### config.mk
export PLATFORM = sky130hd
export DESIGN_NAME = sysex_seven_bit_pack_encoder_core_flat
export DESIGN_NICKNAME = d
export VERILOG_FILES = /design/src/hdl/sspe_pkg.sv /design/src/hdl/sspe_ifs.sv /design/src/hdl/sspe_front.sv /design/src/hdl/sspe_queue.sv /design/src/hdl/sspe_back.sv /design/src/hdl/sysex_seven_bit_pack_encoder_core.sv /design/src/flat_wrapper.sv
export SDC_FILE = /design/constraint.sdc
export NUM_CORES = 1
export LEC_CHECK = 0
export ABC_AREA = 0
export BUFFER_PORTS_ARGS = -buffer_cell sky130_fd_sc_hd__buf_2
export CORE_AREA = 3 3 108 110
export CTS_BUF_LIST = sky130_fd_sc_hd__clkbuf_16
export CTS_CLUSTER_DIAMETER = 50
export DETAILED_ROUTE_END_ITERATION = 10
export DIE_AREA = 0 0 111 113
export PLACE_DENSITY = 0.79
export RECOVER_POWER = 50
export SETUP_SLACK_MARGIN = 0.05
export SYNTH_ARGS = -nofsm -noshare
export SYNTH_HDL_FRONTEND = slang
export SYNTH_HIERARCHICAL = 1
export SYNTH_SLANG_ARGS = --single-unit
### constraint.sdc
create_clock -name clk -period 4.2 [get_ports clk]
set_input_delay 0.84 -clock clk [delete_from_list [all_inputs] [get_ports clk]]
set_output_delay 0.84 -clock clk [all_outputs]
set_load 0.03 [all_outputs]
### src/hdl/sspe_pkg.sv
`timescale 1ns / 1ps

package sspe_pkg;

	localparam int SYM_W = 7;
	localparam int BYTE_W = 8;
	localparam int NUM_SLOTS = 7;
	localparam int SLOT_IDX_W = 3;
	localparam int QUEUE_DEPTH = 2;

	localparam logic [BYTE_W-1:0] FRAME_START = 8'hF0;
	localparam logic [BYTE_W-1:0] MAKER_ID = 8'h7D;
	localparam logic [BYTE_W-1:0] FRAME_END = 8'hF7;

	localparam logic [2:0] GROUP_LAST = 3'd7;

	// Positions of the bytes that one transaction can cause, in send order.
	localparam logic [SLOT_IDX_W-1:0] SLOT_START = 3'd0;
	localparam logic [SLOT_IDX_W-1:0] SLOT_MAKER = 3'd1;
	localparam logic [SLOT_IDX_W-1:0] SLOT_TYPE = 3'd2;
	localparam logic [SLOT_IDX_W-1:0] SLOT_SYM = 3'd3;
	localparam logic [SLOT_IDX_W-1:0] SLOT_EXTRA = 3'd4;
	localparam logic [SLOT_IDX_W-1:0] SLOT_SUM = 3'd5;
	localparam logic [SLOT_IDX_W-1:0] SLOT_END = 3'd6;

	typedef struct packed {
		logic [NUM_SLOTS-1:0] mask;
		logic [SYM_W-1:0] type_byte;
		logic [SYM_W-1:0] sym;
		logic [SYM_W-1:0] extra;
		logic [SYM_W-1:0] sum;
	} cmd_t;

endpackage

### src/hdl/sspe_ifs.sv
`timescale 1ns / 1ps

interface sspe_in_if;
	logic valid;
	logic ready;
	logic [7:0] data_byte;
	logic is_last;
	modport source(output valid, output data_byte, output is_last, input ready);
	modport sink(input valid, input data_byte, input is_last, output ready);
endinterface

interface sspe_out_if;
	logic valid;
	logic ready;
	logic [7:0] out_byte;
	logic end_of_run;
	modport source(output valid, output out_byte, output end_of_run, input ready);
	modport sink(input valid, input out_byte, input end_of_run, output ready);
endinterface

### src/hdl/sspe_front.sv
`timescale 1ns / 1ps

module sspe_front (
	input logic clk,
	input logic arst_n,
	sspe_in_if.sink payload,
	input logic [sspe_pkg::SYM_W-1:0] type_byte,
	input logic q_full,
	output logic q_push,
	output sspe_pkg::cmd_t q_cmd
);

	logic [sspe_pkg::SYM_W-1:0] carry_q;
	logic [2:0] count_q;
	logic [sspe_pkg::SYM_W-1:0] sum_q;
	logic in_frame_q;

	logic [2*sspe_pkg::SYM_W-1:0] acc;
	logic [sspe_pkg::SYM_W-1:0] sym;
	logic [sspe_pkg::SYM_W-1:0] rest;
	logic [2:0] count_inc;
	logic seventh;
	logic [sspe_pkg::SYM_W-1:0] sum_new;

	assign payload.ready = !q_full;
	assign q_push = payload.valid && !q_full;

	always_comb begin
		acc = {{sspe_pkg::SYM_W{1'b0}}, carry_q}
			| ({{(sspe_pkg::SYM_W-1){1'b0}}, payload.data_byte} << count_q);
		sym = acc[sspe_pkg::SYM_W-1:0];
		rest = acc[2*sspe_pkg::SYM_W-1:sspe_pkg::SYM_W];
		count_inc = count_q + 3'd1;
		seventh = (count_inc == sspe_pkg::GROUP_LAST);
		sum_new = sum_q + sym;

		q_cmd = '0;
		q_cmd.type_byte = type_byte;
		q_cmd.sym = sym;
		q_cmd.extra = rest;
		q_cmd.sum = sum_new;
		q_cmd.mask[sspe_pkg::SLOT_START] = !in_frame_q;
		q_cmd.mask[sspe_pkg::SLOT_MAKER] = !in_frame_q;
		q_cmd.mask[sspe_pkg::SLOT_TYPE] = !in_frame_q;
		q_cmd.mask[sspe_pkg::SLOT_SYM] = 1'b1;
		// A group's carry symbol and a frame's leftover symbol share one slot:
		// after a full group nothing is left over.
		q_cmd.mask[sspe_pkg::SLOT_EXTRA] = seventh || payload.is_last;
		q_cmd.mask[sspe_pkg::SLOT_SUM] = payload.is_last;
		q_cmd.mask[sspe_pkg::SLOT_END] = payload.is_last;
	end

	always_ff @(posedge clk or negedge arst_n) begin
		if (!arst_n) begin
			carry_q <= '0;
			count_q <= '0;
			sum_q <= '0;
			in_frame_q <= 1'b0;
		end else if (q_push) begin
			if (payload.is_last) begin
				carry_q <= '0;
				count_q <= '0;
				sum_q <= '0;
				in_frame_q <= 1'b0;
			end else begin
				carry_q <= seventh ? '0 : rest;
				count_q <= seventh ? 3'd0 : count_inc;
				sum_q <= sum_new;
				in_frame_q <= 1'b1;
			end
		end
	end

	property p_last_closes;
		@(posedge clk) disable iff (!arst_n)
		(q_push && payload.is_last) |=> (!in_frame_q && count_q == 3'd0 && sum_q == '0);
	endproperty
	a_last_closes: assert property (p_last_closes) else $error("frame not closed");

	property p_count_range;
		@(posedge clk) disable iff (!arst_n)
		count_q != sspe_pkg::GROUP_LAST;
	endproperty
	a_count_range: assert property (p_count_range) else $error("group count overran");

	property p_open_frame;
		@(posedge clk) disable iff (!arst_n)
		(q_push && !payload.is_last) |=> in_frame_q;
	endproperty
	a_open_frame: assert property (p_open_frame) else $error("frame not opened");

endmodule

### src/hdl/sspe_queue.sv
`timescale 1ns / 1ps

module sspe_queue #(
	parameter int DEPTH = sspe_pkg::QUEUE_DEPTH
) (
	input logic clk,
	input logic arst_n,
	input logic push,
	input sspe_pkg::cmd_t push_cmd,
	output logic full,
	input logic pop,
	output logic head_valid,
	output sspe_pkg::cmd_t head_cmd
);

	localparam int PTR_W = (DEPTH > 1) ? $clog2(DEPTH) : 1;
	localparam int CNT_W = $clog2(DEPTH + 1);
	localparam logic [PTR_W-1:0] PTR_LAST = PTR_W'(DEPTH - 1);
	localparam logic [CNT_W-1:0] CNT_FULL = CNT_W'(DEPTH);

	sspe_pkg::cmd_t entries_q [DEPTH];
	logic [PTR_W-1:0] wr_ptr_q;
	logic [PTR_W-1:0] rd_ptr_q;
	logic [CNT_W-1:0] count_q;
	logic do_pop;

	assign full = (count_q == CNT_FULL);
	assign head_valid = (count_q != '0);
	assign head_cmd = entries_q[rd_ptr_q];
	assign do_pop = pop && head_valid;

	always_ff @(posedge clk) begin
		if (push) begin
			entries_q[wr_ptr_q] <= push_cmd;
		end
	end

	always_ff @(posedge clk or negedge arst_n) begin
		if (!arst_n) begin
			wr_ptr_q <= '0;
			rd_ptr_q <= '0;
			count_q <= '0;
		end else begin
			if (push) begin
				wr_ptr_q <= (wr_ptr_q == PTR_LAST) ? '0 : wr_ptr_q + PTR_W'(1);
			end
			if (do_pop) begin
				rd_ptr_q <= (rd_ptr_q == PTR_LAST) ? '0 : rd_ptr_q + PTR_W'(1);
			end
			if (push && !do_pop) begin
				count_q <= count_q + CNT_W'(1);
			end else if (do_pop && !push) begin
				count_q <= count_q - CNT_W'(1);
			end
		end
	end

endmodule

### src/hdl/sspe_back.sv
`timescale 1ns / 1ps

module sspe_back (
	input logic clk,
	input logic arst_n,
	input logic head_valid,
	input sspe_pkg::cmd_t head_cmd,
	output logic pop,
	sspe_out_if.source frame
);

	logic [sspe_pkg::NUM_SLOTS-1:0] mask_q;
	sspe_pkg::cmd_t cmd_q;
	logic out_valid_q;
	logic [sspe_pkg::BYTE_W-1:0] out_byte_q;
	logic out_end_q;

	logic [sspe_pkg::NUM_SLOTS-1:0] low_bit;
	logic [sspe_pkg::NUM_SLOTS-1:0] mask_rest;
	logic [sspe_pkg::SLOT_IDX_W-1:0] slot;
	logic [sspe_pkg::BYTE_W-1:0] slot_byte;
	logic can_emit;
	logic emit;

	assign can_emit = !out_valid_q || frame.ready;
	assign emit = can_emit && (mask_q != '0);
	assign mask_rest = mask_q & ~low_bit;
	assign pop = head_valid && ((mask_q == '0) || (emit && (mask_rest == '0)));

	always_comb begin
		low_bit = '0;
		slot = '0;
		for (int i = sspe_pkg::NUM_SLOTS - 1; i >= 0; i--) begin
			if (mask_q[i]) begin
				low_bit = '0;
				low_bit[i] = 1'b1;
				slot = sspe_pkg::SLOT_IDX_W'(i);
			end
		end
	end

	always_comb begin
		case (slot)
			sspe_pkg::SLOT_START: slot_byte = sspe_pkg::FRAME_START;
			sspe_pkg::SLOT_MAKER: slot_byte = sspe_pkg::MAKER_ID;
			sspe_pkg::SLOT_TYPE: slot_byte = {1'b0, cmd_q.type_byte};
			sspe_pkg::SLOT_SYM: slot_byte = {1'b0, cmd_q.sym};
			sspe_pkg::SLOT_EXTRA: slot_byte = {1'b0, cmd_q.extra};
			sspe_pkg::SLOT_SUM: slot_byte = {1'b0, cmd_q.sum};
			sspe_pkg::SLOT_END: slot_byte = sspe_pkg::FRAME_END;
			default: slot_byte = sspe_pkg::FRAME_END;
		endcase
	end

	always_ff @(posedge clk) begin
		if (pop) begin
			cmd_q <= head_cmd;
		end
		if (emit) begin
			out_byte_q <= slot_byte;
			out_end_q <= (mask_rest == '0);
		end
	end

	always_ff @(posedge clk or negedge arst_n) begin
		if (!arst_n) begin
			mask_q <= '0;
			out_valid_q <= 1'b0;
		end else begin
			if (pop) begin
				mask_q <= head_cmd.mask;
			end else if (emit) begin
				mask_q <= mask_rest;
			end
			if (emit) begin
				out_valid_q <= 1'b1;
			end else if (can_emit) begin
				out_valid_q <= 1'b0;
			end
		end
	end

	assign frame.valid = out_valid_q;
	assign frame.out_byte = out_byte_q;
	assign frame.end_of_run = out_end_q;

	property p_load_has_symbol;
		@(posedge clk) disable iff (!arst_n)
		pop |=> mask_q[sspe_pkg::SLOT_SYM];
	endproperty
	a_load_has_symbol: assert property (p_load_has_symbol) else $error("empty command loaded");

	property p_mid_run_continues;
		@(posedge clk) disable iff (!arst_n)
		(emit && (mask_rest != '0)) |=> (mask_q != '0);
	endproperty
	a_mid_run_continues: assert property (p_mid_run_continues) else $error("run cut short");

	property p_single_slot;
		@(posedge clk) disable iff (!arst_n)
		$onehot0(low_bit) && ((mask_q == '0) || $onehot(low_bit));
	endproperty
	a_single_slot: assert property (p_single_slot) else $error("slot select broken");

endmodule

### src/hdl/sysex_seven_bit_pack_encoder_core.sv
`timescale 1ns / 1ps

// Seven-bit system-exclusive frame encoder.
// The payload channel takes one transaction per payload byte, with is_last set
// on the final byte of a frame. The frame channel gives one transaction per
// frame byte; end_of_run marks the last byte caused by one payload byte.
// A frame opens with 0xF0, 0x7D and the type byte from cfg_wr_data, which is
// written whenever cfg_wr_en is high and should only change between frames.
// The front stage packs each byte into symbols and queues a command in the
// same cycle it is accepted; the back stage sends one frame byte per cycle
// while the receiver is ready. A payload byte causes one to seven frame
// bytes, usually one or two; the output port sets the rate. A command passes
// through the queue and the back stage's command register before its first
// frame byte enters the output register. The front keeps accepting until the
// command queue is full, so a stalled receiver holds the output register and
// backs up into the payload channel after the queue fills. Reset clears the
// packing state, the queue, the output valid flag and the type byte to zero.
module sysex_seven_bit_pack_encoder_core #(
	parameter int QUEUE_DEPTH = sspe_pkg::QUEUE_DEPTH
) (
	input logic clk,
	input logic arst_n,
	sspe_in_if.sink payload,
	sspe_out_if.source frame,
	input logic cfg_wr_en,
	input logic [sspe_pkg::SYM_W-1:0] cfg_wr_data
);

	logic [sspe_pkg::SYM_W-1:0] type_byte_q;
	logic q_full;
	logic q_push;
	sspe_pkg::cmd_t q_cmd;
	logic q_pop;
	logic head_valid;
	sspe_pkg::cmd_t head_cmd;

	always_ff @(posedge clk or negedge arst_n) begin
		if (!arst_n) begin
			type_byte_q <= '0;
		end else if (cfg_wr_en) begin
			type_byte_q <= cfg_wr_data;
		end
	end

	sspe_front u_front (
		.clk(clk),
		.arst_n(arst_n),
		.payload(payload),
		.type_byte(type_byte_q),
		.q_full(q_full),
		.q_push(q_push),
		.q_cmd(q_cmd)
	);

	sspe_queue #(
		.DEPTH(QUEUE_DEPTH)
	) u_queue (
		.clk(clk),
		.arst_n(arst_n),
		.push(q_push),
		.push_cmd(q_cmd),
		.full(q_full),
		.pop(q_pop),
		.head_valid(head_valid),
		.head_cmd(head_cmd)
	);

	sspe_back u_back (
		.clk(clk),
		.arst_n(arst_n),
		.head_valid(head_valid),
		.head_cmd(head_cmd),
		.pop(q_pop),
		.frame(frame)
	);

endmodule
### src/flat_wrapper.sv
// flat-port wrapper written by rule: the top's interface ports become plain ports
module sysex_seven_bit_pack_encoder_core_flat 
#(
	parameter int QUEUE_DEPTH = sspe_pkg::QUEUE_DEPTH
)
  (clk, arst_n, cfg_wr_en, cfg_wr_data, payload_valid, payload_data_byte, payload_is_last, payload_ready, frame_valid, frame_out_byte, frame_end_of_run, frame_ready);
  sspe_in_if payload_i ();
  sspe_out_if frame_i ();
  input logic clk;
  input logic arst_n;
  input logic cfg_wr_en;
  input logic [sspe_pkg::SYM_W-1:0] cfg_wr_data;
  input wire logic [$bits(payload_i.valid)-1:0] payload_valid;
  input wire logic [$bits(payload_i.data_byte)-1:0] payload_data_byte;
  input wire logic [$bits(payload_i.is_last)-1:0] payload_is_last;
  output wire logic [$bits(payload_i.ready)-1:0] payload_ready;
  output wire logic [$bits(frame_i.valid)-1:0] frame_valid;
  output wire logic [$bits(frame_i.out_byte)-1:0] frame_out_byte;
  output wire logic [$bits(frame_i.end_of_run)-1:0] frame_end_of_run;
  input wire logic [$bits(frame_i.ready)-1:0] frame_ready;
  assign payload_i.valid = payload_valid;
  assign payload_i.data_byte = payload_data_byte;
  assign payload_i.is_last = payload_is_last;
  assign payload_ready = payload_i.ready;
  assign frame_valid = frame_i.valid;
  assign frame_out_byte = frame_i.out_byte;
  assign frame_end_of_run = frame_i.end_of_run;
  assign frame_i.ready = frame_ready;
  sysex_seven_bit_pack_encoder_core #(.QUEUE_DEPTH(QUEUE_DEPTH)) u_core (.clk(clk), .arst_n(arst_n), .payload(payload_i), .frame(frame_i), .cfg_wr_en(cfg_wr_en), .cfg_wr_data(cfg_wr_data));
endmodule
==> metrics.yaml <==
power.density_nw_per_um2: 875
areaGrowthSynthToFinish_pct: 8.28
yosys_warnings: 6
cts_buffers: 17
place_inst: 596
layout-drive-gt1-share: 0.148
synthesis.nets: 490
critPathRequiredTime_ps: 4520
yosys_most_used_dff: "edfxtp_1"
fin_crit_sh: 0.747
leakage_uw: 0.00269
ant_nets: 0
outcome: "finished, violations left"
hpwl_um: 7990
start_kind: "register"
final.setup.worst_slack_ps: 1060
routabilityCongestion: 0.883
hold_path_class: "register to register"
netlist_instances: 459
antenna_found_initial: 0
post-place-ws_ps: 951
p_clk_frac: 0.237
path_buf_inv: 0
wirelength_um: 13100
clkLatencyLatePin_ps: 420
cts.sinks: 144
synthArstFlopShare: 0.257
fin_util: 0.657
fp.dieH_um: 113
cp_top_family: "compound AO/OA/AOI/OAI gates"
final_cell_count_no_fill: 627
yosysMostFrequentCell: "edfxtp_1"
synth.top_cell.area_share: 0.491
drc: 0
p_seq_frac: 0.444
violations: "max-capacitance violations, max-slew violations"
intPower_uw: 4030
num-fill-cells: 748
cp_slowest_cell: "dfrtp_1"
finalSetupTns_ps: 0
vdd_drop_max_uv: 404
finalHoldViolCount: 0
clockBufferDepth: 2
total_switching_power_uw: 2170
path_class: "register to register"
grt_pass1_wl_um: 21000
drt_iter0_markers: 283
die-area_um2: 12500
grt_max_degree: 38
drtPass1Iterations: 6
initial_core_util: 0.606
grt_use_total: 0.219
slew_headroom: -0.515
worst-path-max-fanout: 17
htree_num_levels: 4
die_width_um: 111
period_needed_ps: 3140
ys_top_cells_by_count: "edfxtp_1 (107), nand2_1 (38), dfrtp_1 (37)"
yosys.area.top_type: "edfxtp_1"
fin_worst_skew_ps: 16.5
hold_buffers: 0
overflow: 0
drv_slew: 75
fmax_ghz: 0.319
ff2ff_setup_slack_ps: 1060
rows: 38
ys_top_cells_by_area: "edfxtp_1 (49%), dfrtp_1 (14%), mux2_4 (8.3%), nand2_1 (2.2%), mux2_2 (2.1%)"
synth-seq-area-share: 0.633
cp_cell_sequence: "mux2i_1, nand2_1, a31o_2, ha_1, nor2b_1, o31ai_1, a21oi_1, xnor2_1, or4_1, o21ai_0"
drv_cap: 2
cts_resized: 0
nets: 506
portBuffers: 31
yosys_register_bits: 144
synth.cell_area_um2: 6540
wl_per_cell_um: 20.8
ios: 32
synth_edf_count: 107
vias: 3810
worst_pin_slew_ps: 2270
root_buffer: "clkbuf_16"
critPathMaxStageDelay_ps: 710
finalSetupViolCount: 0
cp-end-kind: "register"
grt_pass1_vias: 3782
avgSynthCellArea_um2: 14.3
hold_slack_ps: 476
switching_share: 0.350
cts_tree: "done"
path_clk_slew_ps: 60
synth_cell_types: 60
vias_per_cell: 6.08
rsz0062_at_grt: "no"
comb_power_share: 0.318
worst_ep_arrival_time_ps: 3460
diodes: 0
postCtsSetupBuffers: 0
core_um2: 10800
state kept, by name (all words and copies together), names as in the netlist, 2 cells and up:
signal,count
u_core/u_queue/count_q,2
u_core/u_back/mask_q,7
u_core/u_back/frame.out_byte,8
u_core/u_front/sum_q,7
u_core/u_back/cmd_q,28
u_core/u_queue/entries_q,70
u_core/u_front/carry_q,7
u_core/u_front/count_q,3
u_core/type_byte_q,7
power groups by stage:
| stage | combinational, uW | clock, uW | sequential (uW) |
|---|---|---|---|
| after detailed placement | 2050 | 0 | 2780 |
| after floorplan | 1770 | 0 | 2600 |
| after global routing | 2160 | 1550 | 2810 |
| after global placement | 1980 | 0 | 2740 |
| after CTS | 2100 | 1490 | 2770 |
| final | 1970 | 1470 | 2750 |
per-stage QoR:
| step | power [uW] | instance area (um^2) |
|---|---|---|
| 2_1_floorplan | 4370 | 6540 |
| 3_3_place_gp | 4720 | 6640 |
| 3_5_place_dp | 4830 | 6640 |
| 4_1_cts | 6360 | 7210 |
| 5_1_grt | 6530 | 7090 |
| 6_report | 6200 | 7090 |
cells by family (layout without fill, tap and decap cells):
kind of cell             count (synthesis)  count (layout)  synth area share
XOR/XNOR                                11              11            0.0147
other                                    1               1          0.000573
AO/OA/AOI/OAI                           86              86            0.0924
adder cells (fa/ha/maj)                 10              10            0.0203
buffers and inverters                   53              81            0.0497
AND/OR/NAND/NOR                         99              99            0.0740
multiplexers                            55              55             0.116
flip-flops                             144             144             0.633
layer usage:
| layer | part of all wire | GRT usage | wire, um |
|---|---|---|---|
| met5 | 0 | 0 | 0 |
| met2 | 0.50 | 0.354 | 6520 |
| met3 | 0.058 | 0.0578 | 759 |
| met4 | 0.029 | 0.0821 | 376 |
| met1 | 0.41 | 0.289 | 5400 |
final timing paths:
check                           cells after the start                                   from                                         to
worst max-delay path                               10  u_core/u_front/count_q[1]$_DFFE_PN0P_        u_core/u_front/sum_q[6]$_DFFE_PN0P_
worst min-delay path                                0      u_core/type_byte_q[2]$_DFFE_PN0P_  u_core/u_queue/entries_q[1][23]$_DFFE_PP_
worst max register to register                     10  u_core/u_front/count_q[1]$_DFFE_PN0P_        u_core/u_front/sum_q[6]$_DFFE_PN0P_
worst min register to register                      0      u_core/type_byte_q[2]$_DFFE_PN0P_  u_core/u_queue/entries_q[1][23]$_DFFE_PP_
max in group asynchronous                           1                                 arst_n      u_core/u_queue/count_q[1]$_DFFE_PN0P_
min in group asynchronous                           1                                 arst_n          u_core/type_byte_q[3]$_DFFE_PN0P_
layout by cell type (no fill, tap or decap), drive strengths merged, types with 2 or more instances in the layout:
cell / instances
a221oi: 2
o21bai: 2
nor2b: 6
dfrtp: 37
a31o: 3
o31ai: 7
a32o: 2
o22ai: 2
o21ai: 26
or2: 2
or3: 3
a21oi: 12
xnor2: 7
inv: 17
xor2: 4
nor2: 16
buf: 20
nand2b: 4
a22o: 9
a211oi: 3
clkbuf: 31
or4: 4
mux2i: 6
a222oi: 2
nor4: 4
nor3: 7
nand2: 38
nand3: 7
clkinvlp: 2
ha: 9
a21o: 6
edfxtp: 107
bufinv: 3
mux2: 48
clkinv: 8
and2: 7
cell type report:
| cell class | instances | area, um^2 | share of cell area |
|---|---|---|---|
| clock buffers | 17 | 425 | 0.0600 |
| clock inverters | 14 | 150 | 0.0212 |
| inverters | 16 | 60.1 | 0.00848 |
| multi-input cells | 262 | 1980 | 0.279 |
| flip-flops and latches | 144 | 4140 | 0.584 |
| well taps | 140 | 175 | 0.0247 |
| repair buffers | 34 | 160 | 0.0226 |
worst reg2reg max path, delay by kind of cell (launching register included):
family / cells / cell delay, ps
mux: 1 / 350
xor+xnor: 1 / 180
flops: 1 / 710
simple gates: 3 / 720
fa+ha+maj: 1 / 320
compound gates: 4 / 760
(Power assumes the default switching activity.)
